[src/ssod_pkg.sv]
`default_nettype none

package ssod_pkg;

  // Field widths
  localparam int SAMPLE_W   = 32;
  localparam int WLEN_W     = 7;
  localparam int MINS_W     = 7;
  localparam int THR_W      = 17;
  localparam int HYS_W      = 17;
  localparam int OUT_CNT_W  = 6;
  localparam int EVT_W      = 32;
  localparam int SCNT_W     = 48;
  localparam int SIGN_W     = 2;

  // Config port
  localparam int CFG_IDX_W  = 3;
  localparam int CFG_DATA_W = 17;

  typedef enum logic [CFG_IDX_W-1:0] {
    REG_WINDOW_LEN   = 3'd0,
    REG_MIN_SAMPLES  = 3'd1,
    REG_OSC_THR      = 3'd2,
    REG_CLEAR_HYS    = 3'd3
  } ssod_reg_e;

  // Register reset values
  localparam logic [WLEN_W-1:0] WLEN_RST = 7'd32;
  localparam logic [MINS_W-1:0] MINS_RST = 7'd2;
  localparam logic [THR_W-1:0]  THR_RST  = 17'd32768;
  localparam logic [HYS_W-1:0]  HYS_RST  = 17'd52429;

  // Smallest ring length and smallest evaluation count
  localparam int               MIN_RING = 4;
  localparam logic [MINS_W-1:0] MIN_OBS = 7'd2;

  // Slope sign codes
  localparam logic [SIGN_W-1:0] SIGN_ZERO = 2'b00;
  localparam logic [SIGN_W-1:0] SIGN_POS  = 2'b01;
  localparam logic [SIGN_W-1:0] SIGN_NEG  = 2'b11;

  // Sequencer states
  typedef enum logic [1:0] {
    ST_IDLE = 2'd0,
    ST_SCAN = 2'd1,
    ST_CMP  = 2'd2,
    ST_DONE = 2'd3
  } ssod_state_e;

  // Control of the crossing counter
  typedef struct packed {
    logic clr;
    logic en;
  } ssod_scan_ctl_t;

endpackage

`default_nettype wire

[src/ssod_cell.sv]
`default_nettype none

// One slot of the sign chain: loads from its neighbor when the chain moves.
module ssod_cell (
  input  wire logic                           clk_i,
  input  wire logic                           rst_ni,
  input  wire logic                           clr_i,
  input  wire logic                           en_i,
  input  wire logic [ssod_pkg::SIGN_W-1:0]    d_i,
  output logic      [ssod_pkg::SIGN_W-1:0]    q_o
);

  logic [ssod_pkg::SIGN_W-1:0] sign_q;

  always_ff @(posedge clk_i or negedge rst_ni) begin
    if (!rst_ni) begin
      sign_q <= ssod_pkg::SIGN_ZERO;
    end else if (clr_i) begin
      sign_q <= ssod_pkg::SIGN_ZERO;
    end else if (en_i) begin
      sign_q <= d_i;
    end
  end

  assign q_o = sign_q;

endmodule

`default_nettype wire

[src/ssod_scan.sv]
`default_nettype none

// Counts sign changes in the stream leaving the chain, zero signs skipped.
module ssod_scan #(
  parameter int CNT_W = 7
) (
  input  wire logic                           clk_i,
  input  wire logic                           rst_ni,
  input  wire ssod_pkg::ssod_scan_ctl_t       ctl_i,
  input  wire logic [ssod_pkg::SIGN_W-1:0]    sign_i,
  output logic      [CNT_W-1:0]               cnt_o
);

  logic [ssod_pkg::SIGN_W-1:0] prev_q, prev_d;
  logic [CNT_W-1:0]            cnt_q, cnt_d;

  always_comb begin
    prev_d = prev_q;
    cnt_d  = cnt_q;
    if (ctl_i.clr) begin
      prev_d = ssod_pkg::SIGN_ZERO;
      cnt_d  = '0;
    end else if (ctl_i.en) begin
      if (sign_i != ssod_pkg::SIGN_ZERO && prev_q != ssod_pkg::SIGN_ZERO &&
          sign_i != prev_q) begin
        cnt_d = cnt_q + CNT_W'(1);
      end
      if (sign_i != ssod_pkg::SIGN_ZERO) begin
        prev_d = sign_i;
      end
    end
  end

  always_ff @(posedge clk_i or negedge rst_ni) begin
    if (!rst_ni) begin
      prev_q <= ssod_pkg::SIGN_ZERO;
      cnt_q  <= '0;
    end else begin
      prev_q <= prev_d;
      cnt_q  <= cnt_d;
    end
  end

  assign cnt_o = cnt_q;

endmodule

`default_nettype wire

[src/ssod_decide.sv]
`default_nettype none

// Threshold products and the rate compares (cross-multiplied, no divide).
module ssod_decide #(
  parameter int CNT_W = 7
) (
  input  wire logic                           clk_i,
  input  wire logic [ssod_pkg::THR_W-1:0]     thr_i,
  input  wire logic [ssod_pkg::HYS_W-1:0]     hys_i,
  input  wire logic [CNT_W-1:0]               pairs_i,
  input  wire logic [CNT_W-1:0]               crossings_i,
  output logic                                now_o,
  output logic                                below_o
);

  localparam int TH_W = ssod_pkg::THR_W + ssod_pkg::HYS_W;
  localparam int P1_W = ssod_pkg::THR_W + CNT_W;
  localparam int P2_W = TH_W + CNT_W;

  logic [TH_W-1:0] th_q;
  logic [P1_W-1:0] p1_q;
  logic [P2_W-1:0] p2_q;

  // Pair count stays put for the whole scan; config is to stay put too, which
  // the block does not enforce, so the products settle long before the compare.
  always_ff @(posedge clk_i) begin
    th_q <= TH_W'(thr_i) * TH_W'(hys_i);
    p1_q <= P1_W'(thr_i) * P1_W'(pairs_i);
    p2_q <= P2_W'(th_q) * P2_W'(pairs_i);
  end

  assign now_o   = P1_W'({crossings_i, 16'd0}) > p1_q;
  assign below_o = P2_W'({crossings_i, 32'd0}) < p2_q;

endmodule

`default_nettype wire

[src/slope_sign_oscillation_detector_core.sv]
`default_nettype none

// Channel  | Direction | Handshake              | Payload
// ---------+-----------+------------------------+---------------------------------
// in       | sink      | in_valid_i / in_stall_o | sample_i
// out      | source    | out_valid_o / out_stall_i | rate_valid_o .. sample_total_o
// cfg      | sink      | cfg_valid_i / cfg_ready_o | cfg_index_i, cfg_data_i
//
// A seeding or unevaluated sample goes from idle straight to the hand-off
// state; an evaluated one first passes one full rotation of the sign chain past
// the crossing counter, then the compare state, then the hand-off state.
// Reset is asynchronous and clears the chain at once; a write to a known register
// index clears the chain, the history and both totals. The next sample is
// taken while a result still waits in the output register; a stalled output
// holds the block in its hand-off state only once a second result is ready.
module slope_sign_oscillation_detector_core #(
  parameter int MAX_WINDOW = 64
) (
  input  wire logic                              clk_i,
  input  wire logic                              rst_ni,
  // sample input
  input  wire logic                              in_valid_i,
  output logic                                   in_stall_o,
  input  wire logic signed [ssod_pkg::SAMPLE_W-1:0] sample_i,
  // result output
  output logic                                   out_valid_o,
  input  wire logic                              out_stall_i,
  output logic                                   rate_valid_o,
  output logic [ssod_pkg::OUT_CNT_W-1:0]         crossings_o,
  output logic [ssod_pkg::OUT_CNT_W-1:0]         pair_count_o,
  output logic                                   oscillating_o,
  output logic                                   osc_event_o,
  output logic                                   stable_event_o,
  output logic [ssod_pkg::EVT_W-1:0]             event_total_o,
  output logic [ssod_pkg::SCNT_W-1:0]            sample_total_o,
  // register writes
  input  wire logic                              cfg_valid_i,
  output logic                                   cfg_ready_o,
  input  wire logic [ssod_pkg::CFG_IDX_W-1:0]    cfg_index_i,
  input  wire logic [ssod_pkg::CFG_DATA_W-1:0]   cfg_data_i
);

  localparam int CNT_W = $clog2(MAX_WINDOW + 1);
  localparam int CMPW  = (CNT_W > ssod_pkg::WLEN_W) ? CNT_W : ssod_pkg::WLEN_W;
  localparam int OCW   = ssod_pkg::OUT_CNT_W;
  localparam int PADW  = (CNT_W > OCW) ? CNT_W : OCW;

  // Config registers
  logic [ssod_pkg::WLEN_W-1:0] win_len_q;
  logic [ssod_pkg::MINS_W-1:0] min_samp_q;
  logic [ssod_pkg::THR_W-1:0]  thr_q;
  logic [ssod_pkg::HYS_W-1:0]  hys_q;

  // Control state
  ssod_pkg::ssod_state_e       state_q, state_d;
  logic                        seeded_q;
  logic [CNT_W-1:0]            held_q;
  logic                        was_osc_q;
  logic [ssod_pkg::EVT_W-1:0]  evt_q;
  logic [ssod_pkg::SCNT_W-1:0] scnt_q;
  logic [CNT_W-1:0]            step_q;
  logic                        out_valid_q;

  // Payload
  logic signed [ssod_pkg::SAMPLE_W-1:0] last_q;
  logic [CNT_W-1:0]            pairs_q;
  logic [CNT_W-1:0]            skip_q;
  logic                        res_valid_q, res_osc_ev_q, res_stab_ev_q;
  logic                        o_rate_valid_q, o_osc_q, o_osc_ev_q, o_stab_ev_q;
  logic [OCW-1:0]              o_cross_q, o_pairs_q;
  logic [ssod_pkg::EVT_W-1:0]  o_evt_q;
  logic [ssod_pkg::SCNT_W-1:0] o_scnt_q;

  logic in_xfer, cfg_xfer, cfg_hit, out_free;
  logic push, scan_run, load_out, last_step, in_window;
  logic [ssod_pkg::SIGN_W-1:0] cur_sign;
  logic [CMPW-1:0]             wl_ext;
  logic [CNT_W-1:0]            ring_size, held_nx;
  logic [ssod_pkg::MINS_W-1:0] min_obs;
  logic                        eval_now;
  logic [CNT_W-1:0]            crossings;
  logic                        now, below;
  ssod_pkg::ssod_scan_ctl_t    scan_ctl;

  logic [ssod_pkg::SIGN_W-1:0] chain [MAX_WINDOW];

  // Handshakes
  assign cfg_ready_o = 1'b1;
  assign cfg_xfer    = cfg_valid_i && cfg_ready_o;
  assign in_xfer     = in_valid_i && !in_stall_o;
  assign out_free    = !out_valid_q || !out_stall_i;

  always_comb begin
    case (cfg_index_i)
      ssod_pkg::REG_WINDOW_LEN,
      ssod_pkg::REG_MIN_SAMPLES,
      ssod_pkg::REG_OSC_THR,
      ssod_pkg::REG_CLEAR_HYS: cfg_hit = 1'b1;
      default:                 cfg_hit = 1'b0;
    endcase
  end

  // Ring length, clamped to [4, MAX_WINDOW]
  assign wl_ext = CMPW'(win_len_q);
  always_comb begin
    if (wl_ext < CMPW'(ssod_pkg::MIN_RING)) begin
      ring_size = CNT_W'(ssod_pkg::MIN_RING);
    end else if (wl_ext > CMPW'(MAX_WINDOW)) begin
      ring_size = CNT_W'(MAX_WINDOW);
    end else begin
      ring_size = CNT_W'(wl_ext);
    end
  end

  assign held_nx  = (held_q < ring_size) ? held_q + CNT_W'(1) : held_q;
  assign min_obs  = (min_samp_q < ssod_pkg::MIN_OBS) ? ssod_pkg::MIN_OBS : min_samp_q;
  assign eval_now = CMPW'(held_nx) >= CMPW'(min_obs);

  // Slope sign of the new sample
  always_comb begin
    if (sample_i > last_q) begin
      cur_sign = ssod_pkg::SIGN_POS;
    end else if (sample_i < last_q) begin
      cur_sign = ssod_pkg::SIGN_NEG;
    end else begin
      cur_sign = ssod_pkg::SIGN_ZERO;
    end
  end

  assign last_step = (step_q == CNT_W'(MAX_WINDOW - 1));
  assign in_window = (step_q >= skip_q);

  // Next state
  always_comb begin
    state_d = state_q;
    case (state_q)
      ssod_pkg::ST_IDLE: begin
        if (in_xfer) begin
          state_d = (seeded_q && eval_now) ? ssod_pkg::ST_SCAN : ssod_pkg::ST_DONE;
        end
      end
      ssod_pkg::ST_SCAN: begin
        if (last_step) begin
          state_d = ssod_pkg::ST_CMP;
        end
      end
      ssod_pkg::ST_CMP:  state_d = ssod_pkg::ST_DONE;
      ssod_pkg::ST_DONE: begin
        if (out_free) begin
          state_d = ssod_pkg::ST_IDLE;
        end
      end
      default: state_d = ssod_pkg::ST_IDLE;
    endcase
  end

  // State outputs
  always_comb begin
    in_stall_o = (state_q != ssod_pkg::ST_IDLE) || cfg_valid_i;
    scan_run   = (state_q == ssod_pkg::ST_SCAN);
    load_out   = (state_q == ssod_pkg::ST_DONE) && out_free;
  end

  assign push         = in_xfer && seeded_q;
  assign scan_ctl.clr = in_xfer;
  assign scan_ctl.en  = scan_run && in_window;

  // Sign chain: push shifts a new sign in, the scan rotates the chain once
  for (genvar k = 0; k < MAX_WINDOW; k++) begin : g_cell
    logic [ssod_pkg::SIGN_W-1:0] cell_d;
    if (k == 0) begin : g_head
      assign cell_d = push ? cur_sign : chain[MAX_WINDOW-1];
    end else begin : g_body
      assign cell_d = chain[k-1];
    end
    ssod_cell u_cell (
      .clk_i  (clk_i),
      .rst_ni (rst_ni),
      .clr_i  (cfg_xfer && cfg_hit),
      .en_i   (push || scan_run),
      .d_i    (cell_d),
      .q_o    (chain[k])
    );
  end

  ssod_scan #(.CNT_W(CNT_W)) u_scan (
    .clk_i  (clk_i),
    .rst_ni (rst_ni),
    .ctl_i  (scan_ctl),
    .sign_i (chain[MAX_WINDOW-1]),
    .cnt_o  (crossings)
  );

  ssod_decide #(.CNT_W(CNT_W)) u_decide (
    .clk_i       (clk_i),
    .thr_i       (thr_q),
    .hys_i       (hys_q),
    .pairs_i     (pairs_q),
    .crossings_i (crossings),
    .now_o       (now),
    .below_o     (below)
  );

  // Control registers
  always_ff @(posedge clk_i or negedge rst_ni) begin
    if (!rst_ni) begin
      win_len_q   <= ssod_pkg::WLEN_RST;
      min_samp_q  <= ssod_pkg::MINS_RST;
      thr_q       <= ssod_pkg::THR_RST;
      hys_q       <= ssod_pkg::HYS_RST;
      state_q     <= ssod_pkg::ST_IDLE;
      seeded_q    <= 1'b0;
      held_q      <= '0;
      was_osc_q   <= 1'b0;
      evt_q       <= '0;
      scnt_q      <= '0;
      step_q      <= '0;
      out_valid_q <= 1'b0;
    end else begin
      state_q <= state_d;
      if (cfg_xfer) begin
        case (cfg_index_i)
          ssod_pkg::REG_WINDOW_LEN:  win_len_q  <= cfg_data_i[ssod_pkg::WLEN_W-1:0];
          ssod_pkg::REG_MIN_SAMPLES: min_samp_q <= cfg_data_i[ssod_pkg::MINS_W-1:0];
          ssod_pkg::REG_OSC_THR:     thr_q      <= cfg_data_i[ssod_pkg::THR_W-1:0];
          ssod_pkg::REG_CLEAR_HYS:   hys_q      <= cfg_data_i[ssod_pkg::HYS_W-1:0];
          default: ;
        endcase
        if (cfg_hit) begin
          seeded_q  <= 1'b0;
          held_q    <= '0;
          was_osc_q <= 1'b0;
          evt_q     <= '0;
          scnt_q    <= '0;
        end
      end
      if (in_xfer) begin
        scnt_q   <= scnt_q + ssod_pkg::SCNT_W'(1);
        seeded_q <= 1'b1;
        step_q   <= '0;
        if (seeded_q) begin
          held_q <= held_nx;
        end
      end
      if (scan_run) begin
        step_q <= step_q + CNT_W'(1);
      end
      if (state_q == ssod_pkg::ST_CMP) begin
        was_osc_q <= now;
        if (now && !was_osc_q) begin
          evt_q <= evt_q + ssod_pkg::EVT_W'(1);
        end
      end
      if (load_out) begin
        out_valid_q <= 1'b1;
      end else if (!out_stall_i) begin
        out_valid_q <= 1'b0;
      end
    end
  end

  // Payload registers
  always_ff @(posedge clk_i) begin
    if (cfg_xfer && cfg_hit) begin
      last_q <= '0;
    end
    if (in_xfer) begin
      last_q        <= sample_i;
      res_osc_ev_q  <= 1'b0;
      res_stab_ev_q <= 1'b0;
      if (seeded_q && eval_now) begin
        res_valid_q <= 1'b1;
        pairs_q     <= held_nx - CNT_W'(1);
        skip_q      <= CNT_W'(MAX_WINDOW) - held_nx;
      end else begin
        res_valid_q <= 1'b0;
        pairs_q     <= '0;
        skip_q      <= '0;
      end
    end
    if (state_q == ssod_pkg::ST_CMP) begin
      res_osc_ev_q  <= now && !was_osc_q;
      res_stab_ev_q <= !now && was_osc_q && below;
    end
    if (load_out) begin
      o_rate_valid_q <= res_valid_q;
      o_cross_q      <= OCW'(PADW'(crossings));
      o_pairs_q      <= OCW'(PADW'(pairs_q));
      o_osc_q        <= was_osc_q;
      o_osc_ev_q     <= res_osc_ev_q;
      o_stab_ev_q    <= res_stab_ev_q;
      o_evt_q        <= evt_q;
      o_scnt_q       <= scnt_q;
    end
  end

  assign out_valid_o    = out_valid_q;
  assign rate_valid_o   = o_rate_valid_q;
  assign crossings_o    = o_cross_q;
  assign pair_count_o   = o_pairs_q;
  assign oscillating_o  = o_osc_q;
  assign osc_event_o    = o_osc_ev_q;
  assign stable_event_o = o_stab_ev_q;
  assign event_total_o  = o_evt_q;
  assign sample_total_o = o_scnt_q;

  // Checks
  a_busy_after_accept: assert property (@(posedge clk_i) disable iff (!rst_ni)
    in_xfer |=> in_stall_o)
    else $error("input taken while a sample is still in work");

  a_osc_event_sets_flag: assert property (@(posedge clk_i) disable iff (!rst_ni)
    (out_valid_o && osc_event_o) |-> (oscillating_o && rate_valid_o))
    else $error("start event without oscillation flag");

  a_stable_event_clears_flag: assert property (@(posedge clk_i) disable iff (!rst_ni)
    (out_valid_o && stable_event_o) |-> (!oscillating_o && rate_valid_o))
    else $error("stabilize event while still oscillating");

  a_idle_window_zero: assert property (@(posedge clk_i) disable iff (!rst_ni)
    (out_valid_o && !rate_valid_o) |->
      (crossings_o == '0 && pair_count_o == '0 && !osc_event_o && !stable_event_o))
    else $error("unevaluated result carries window data");

endmodule

`default_nettype wire

[config.mk]
export PLATFORM = sky130hd
export DESIGN_NAME = slope_sign_oscillation_detector_core
export DESIGN_NICKNAME = d
export VERILOG_FILES = /design/src/ssod_pkg.sv /design/src/ssod_cell.sv /design/src/ssod_scan.sv /design/src/ssod_decide.sv /design/src/slope_sign_oscillation_detector_core.sv
export SDC_FILE = /design/constraint.sdc
export NUM_CORES = 2
export LEC_CHECK = 0
export BUFFER_PORTS_ARGS = -buffer_cell sky130_fd_sc_hd__buf_4
export CORE_ASPECT_RATIO = 1.5
export CORE_MARGIN = 4
export CORE_UTILIZATION = 55
export CTS_CLUSTER_SIZE = 28
export DETAILED_ROUTE_END_ITERATION = 8
export PLACE_DENSITY = 0.78
export SYNTH_ARGS = -nofsm -noshare
export SYNTH_HDL_FRONTEND = slang
export SYNTH_SLANG_ARGS = --single-unit
[constraint.sdc]
create_clock -name clk_i -period 9.96 [get_ports clk_i]
set_input_delay 1.494 -clock clk_i [delete_from_list [all_inputs] [get_ports clk_i]]
set_output_delay 1.494 -clock clk_i [all_outputs]
set_load 0.01 [all_outputs]
==> results_dict.tcl <==
set metrics [dict create \
    ys_ff_latch 528 \
    syn_to_final_growth_pct 9.27 \
    fin_crit_sh 0.686 \
    drive_above_1_share 0.0831 \
    row_count 122 \
    cp.arrival_ns 7.32 \
    slowest_stage "dfrtp_1" \
    rsz0062_at_grt "no" \
    cts.sinks 528 \
    outcome "finished, final reports clean" \
    max_freq_mhz 146 \
    dpl-instance-area_um2 43000 \
    io_buffers 154 \
    gr-total-overflow 0 \
    grt.total_usage 0.243 \
    cts_tree "done" \
    io_pins 156 \
    crit_buf_inv 5 \
    skew_ns 0.0150 \
    startpoint_type "flip-flop" \
    dr.pass1.iters 6 \
    setup_viol 0 \
    grt_antenna_before_repair 1 \
    min_path_cells 0 \
    cp-end-kind "flip-flop" \
    diodes 0 \
    crit_family "adder cells" \
    yosysMostFrequentCell "nand2_1" \
    wl_per_cell_um 17.4 \
    crit_chain "nand2_1 > fa_1 > inv_1 > fa_1 > inv_1 > fa_1 > inv_1 > fa_1 > fa_1 > inv_1 > fa_1 > inv_1 > ha_1 > and4_1 > o211ai_1 > or3_1 > o31a_1 > a31oi_1 > a311o_1 > a31o_1 > a21oi_1 > xnor2_1" \
    cts_made_buffers 51 \
    cts-hold-fix-buffers 0 \
    critPathKind "reg -> reg" \
    cp.depth 22 \
    clock_latency_ns 0.61 \
    synth_cell_types 88 \
    cts.path.max_buffers 3 \
    r2r_end "u_decide.th_q[33]" \
    final_nets 5114 \
    syn-cell-area_um2 41000 \
    postCtsResizedCells 0 \
    cap_violations 0 \
    finalHoldViolations 0 \
    required_ns 10.45 \
    slew_violations 0 \
    dieHeight_um 342 \
    worst-r2r-cell-count 22 \
    coreArea_um2 73900 \
    cts_max_level 2 \
    worst-r2r-setup-slack_ns 3.12 \
    path_max_fanout 25 \
    routabilityCongestion 0.896 \
    dp_hpwl_mm 68.9 \
    max_slew_margin 0.214 \
    synth_cells 4253 \
    synth_nets 5052 \
    synth_area_leader_cell "fa_1" \
    synth-main-ff-cell "dfrtp_1" \
    critPathMostFrequentCell "fa_1" \
    synth_top_area_frac 0.223 \
    syn_area_per_cell_um2 9.64 \
    cts_setup_buffers 0 \
    whs_endpoint "stable_event_o" \
    rr_startpoint "thr_q[6]" \
    ant_nets 0 \
    grt_max_degree 106 \
    seq_area_frac_synth 0.328 \
    synth_edf_count 145 \
    start_util 0.555 \
    clk_pin_slew_worst_paths_ns 0.07 \
    grt_pass1_vias 31400 \
    period_minus_slack_ns 6.84 \
    hp-class "reg -> reg" \
    num_vias 29700 \
    max_stage_delay_ns 0.99 \
    synth_warnings 0 \
    fin_setup_tns_ns 0 \
    wl_mm 93.1 \
    yosys-top-cells-area "fa_1 22%, dfrtp_1 17%, edfxtp_1 11%, ha_1 8.7%, nand2_1 7.4%" \
    drtIter0Drc 1899 \
    async_flop_share 0.538 \
    grt_pass1_wl_mm 157 \
    drc 0 \
    cts-root-buf "clkbuf_16" \
    synth.cells.most_frequent "811 x nand2_1, 593 x inv_1, 457 x fa_1" \
    hp-start "res_stab_ev_q" \
    worst_slew_pin_slew_ns 1.18 \
    dieArea_um2 79100 \
    fin_area_um2 44800 \
    viasPerCell 5.56 \
    die_width_um 231 \
]
-- worst max path at each step --
stage	start	end	slack, ns
floorplan	out_stall_i	crossings_o[0]	0.81
global placement	thr_q[5]	u_decide.th_q[33]	3.28
detailed placement	thr_q[8]	u_decide.th_q[33]	3.18
CTS	thr_q[5]	u_decide.th_q[33]	3.15
global route	thr_q[8]	u_decide.th_q[33]	2.82
finish	thr_q[6]	u_decide.th_q[33]	3.12
-- flip-flops by register name (all words and copies together) (netlist names), 17 cells and up --
signal and count:
g_cell.u_cell.q_o 128, sample_total_o 48, thr_q 17, u_decide.th_q 34, last_q 32, evt_q 32, u_decide.p1_q 24, event_total_o 32
hys_q 17, scnt_q 48, u_decide.p2_q 41
-- cell usage in the layout (no fill, tap or decap), types with 17 or more instances in the layout --
cell       synthesis  layout
xor2_1            18      18
nand2b_1          20      18
o21ai_1           20      20
nand4_1           28      28
dfxtp_1           99      99
mux2_2            41      41
a21o_1            57      57
xnor2_1           74      74
a21oi_1          224     223
o21ai_0          135     135
o31ai_1           27      27
nor2_1           112     112
ha_1             285     285
nor2b_1           18      17
nand2_1          811     811
buf_4              1     183
and2_1           276     276
nand3_1           82      82
and3_1            28      28
inv_1            593     593
fa_1             457     457
edfxtp_1         145     145
o211ai_1          19      19
clkbuf_16          0      54
dfrtp_1          272     272
nor3_1            35      35
-- layer usage --
layer	GRT usage	share of wire	wire length, µm
met1	0.281	0.37	34800
met2	0.444	0.53	49100
met3	0.0289	0.045	4200
met4	0.120	0.054	5000
met5	0	0.00014	13
-- through the flow --
stage	worst slack [ns]	std cells	util	hold WS, ns
6_report	3.12	5349	0.607	0.431
4_1_cts	3.15	5349	0.607	0.436
2_1_floorplan	0.809	4253	-	0.400
5_1_grt	2.82	5349	0.607	0.457
3_5_place_dp	3.18	5254	0.582	0.419
3_3_place_gp	3.28	5254	0.582	0.412
-- cells by family after synthesis --
logic type | synth area share
buf+inv | 0.0707
simple gates | 0.166
other cells | 0.0000914
xor+xnor | 0.0196
flops | 0.328
compound gates | 0.0897
fa+ha+maj | 0.310
mux | 0.0154
-- layout make-up --
type / instances / area (µm²)
clock inverter: 25 / 317
inverter: 595 / 2230
multi-input combinational: 2955 / 24700
fill: 6216 / 29100
timing repair buffer: 184 / 1390
clock buffer: 70 / 1480
sequential: 528 / 13500
tap: 992 / 1240
Power is not shown: default switching activity piles up to over one toggle a cycle in this logic, so the estimate is an artifact.
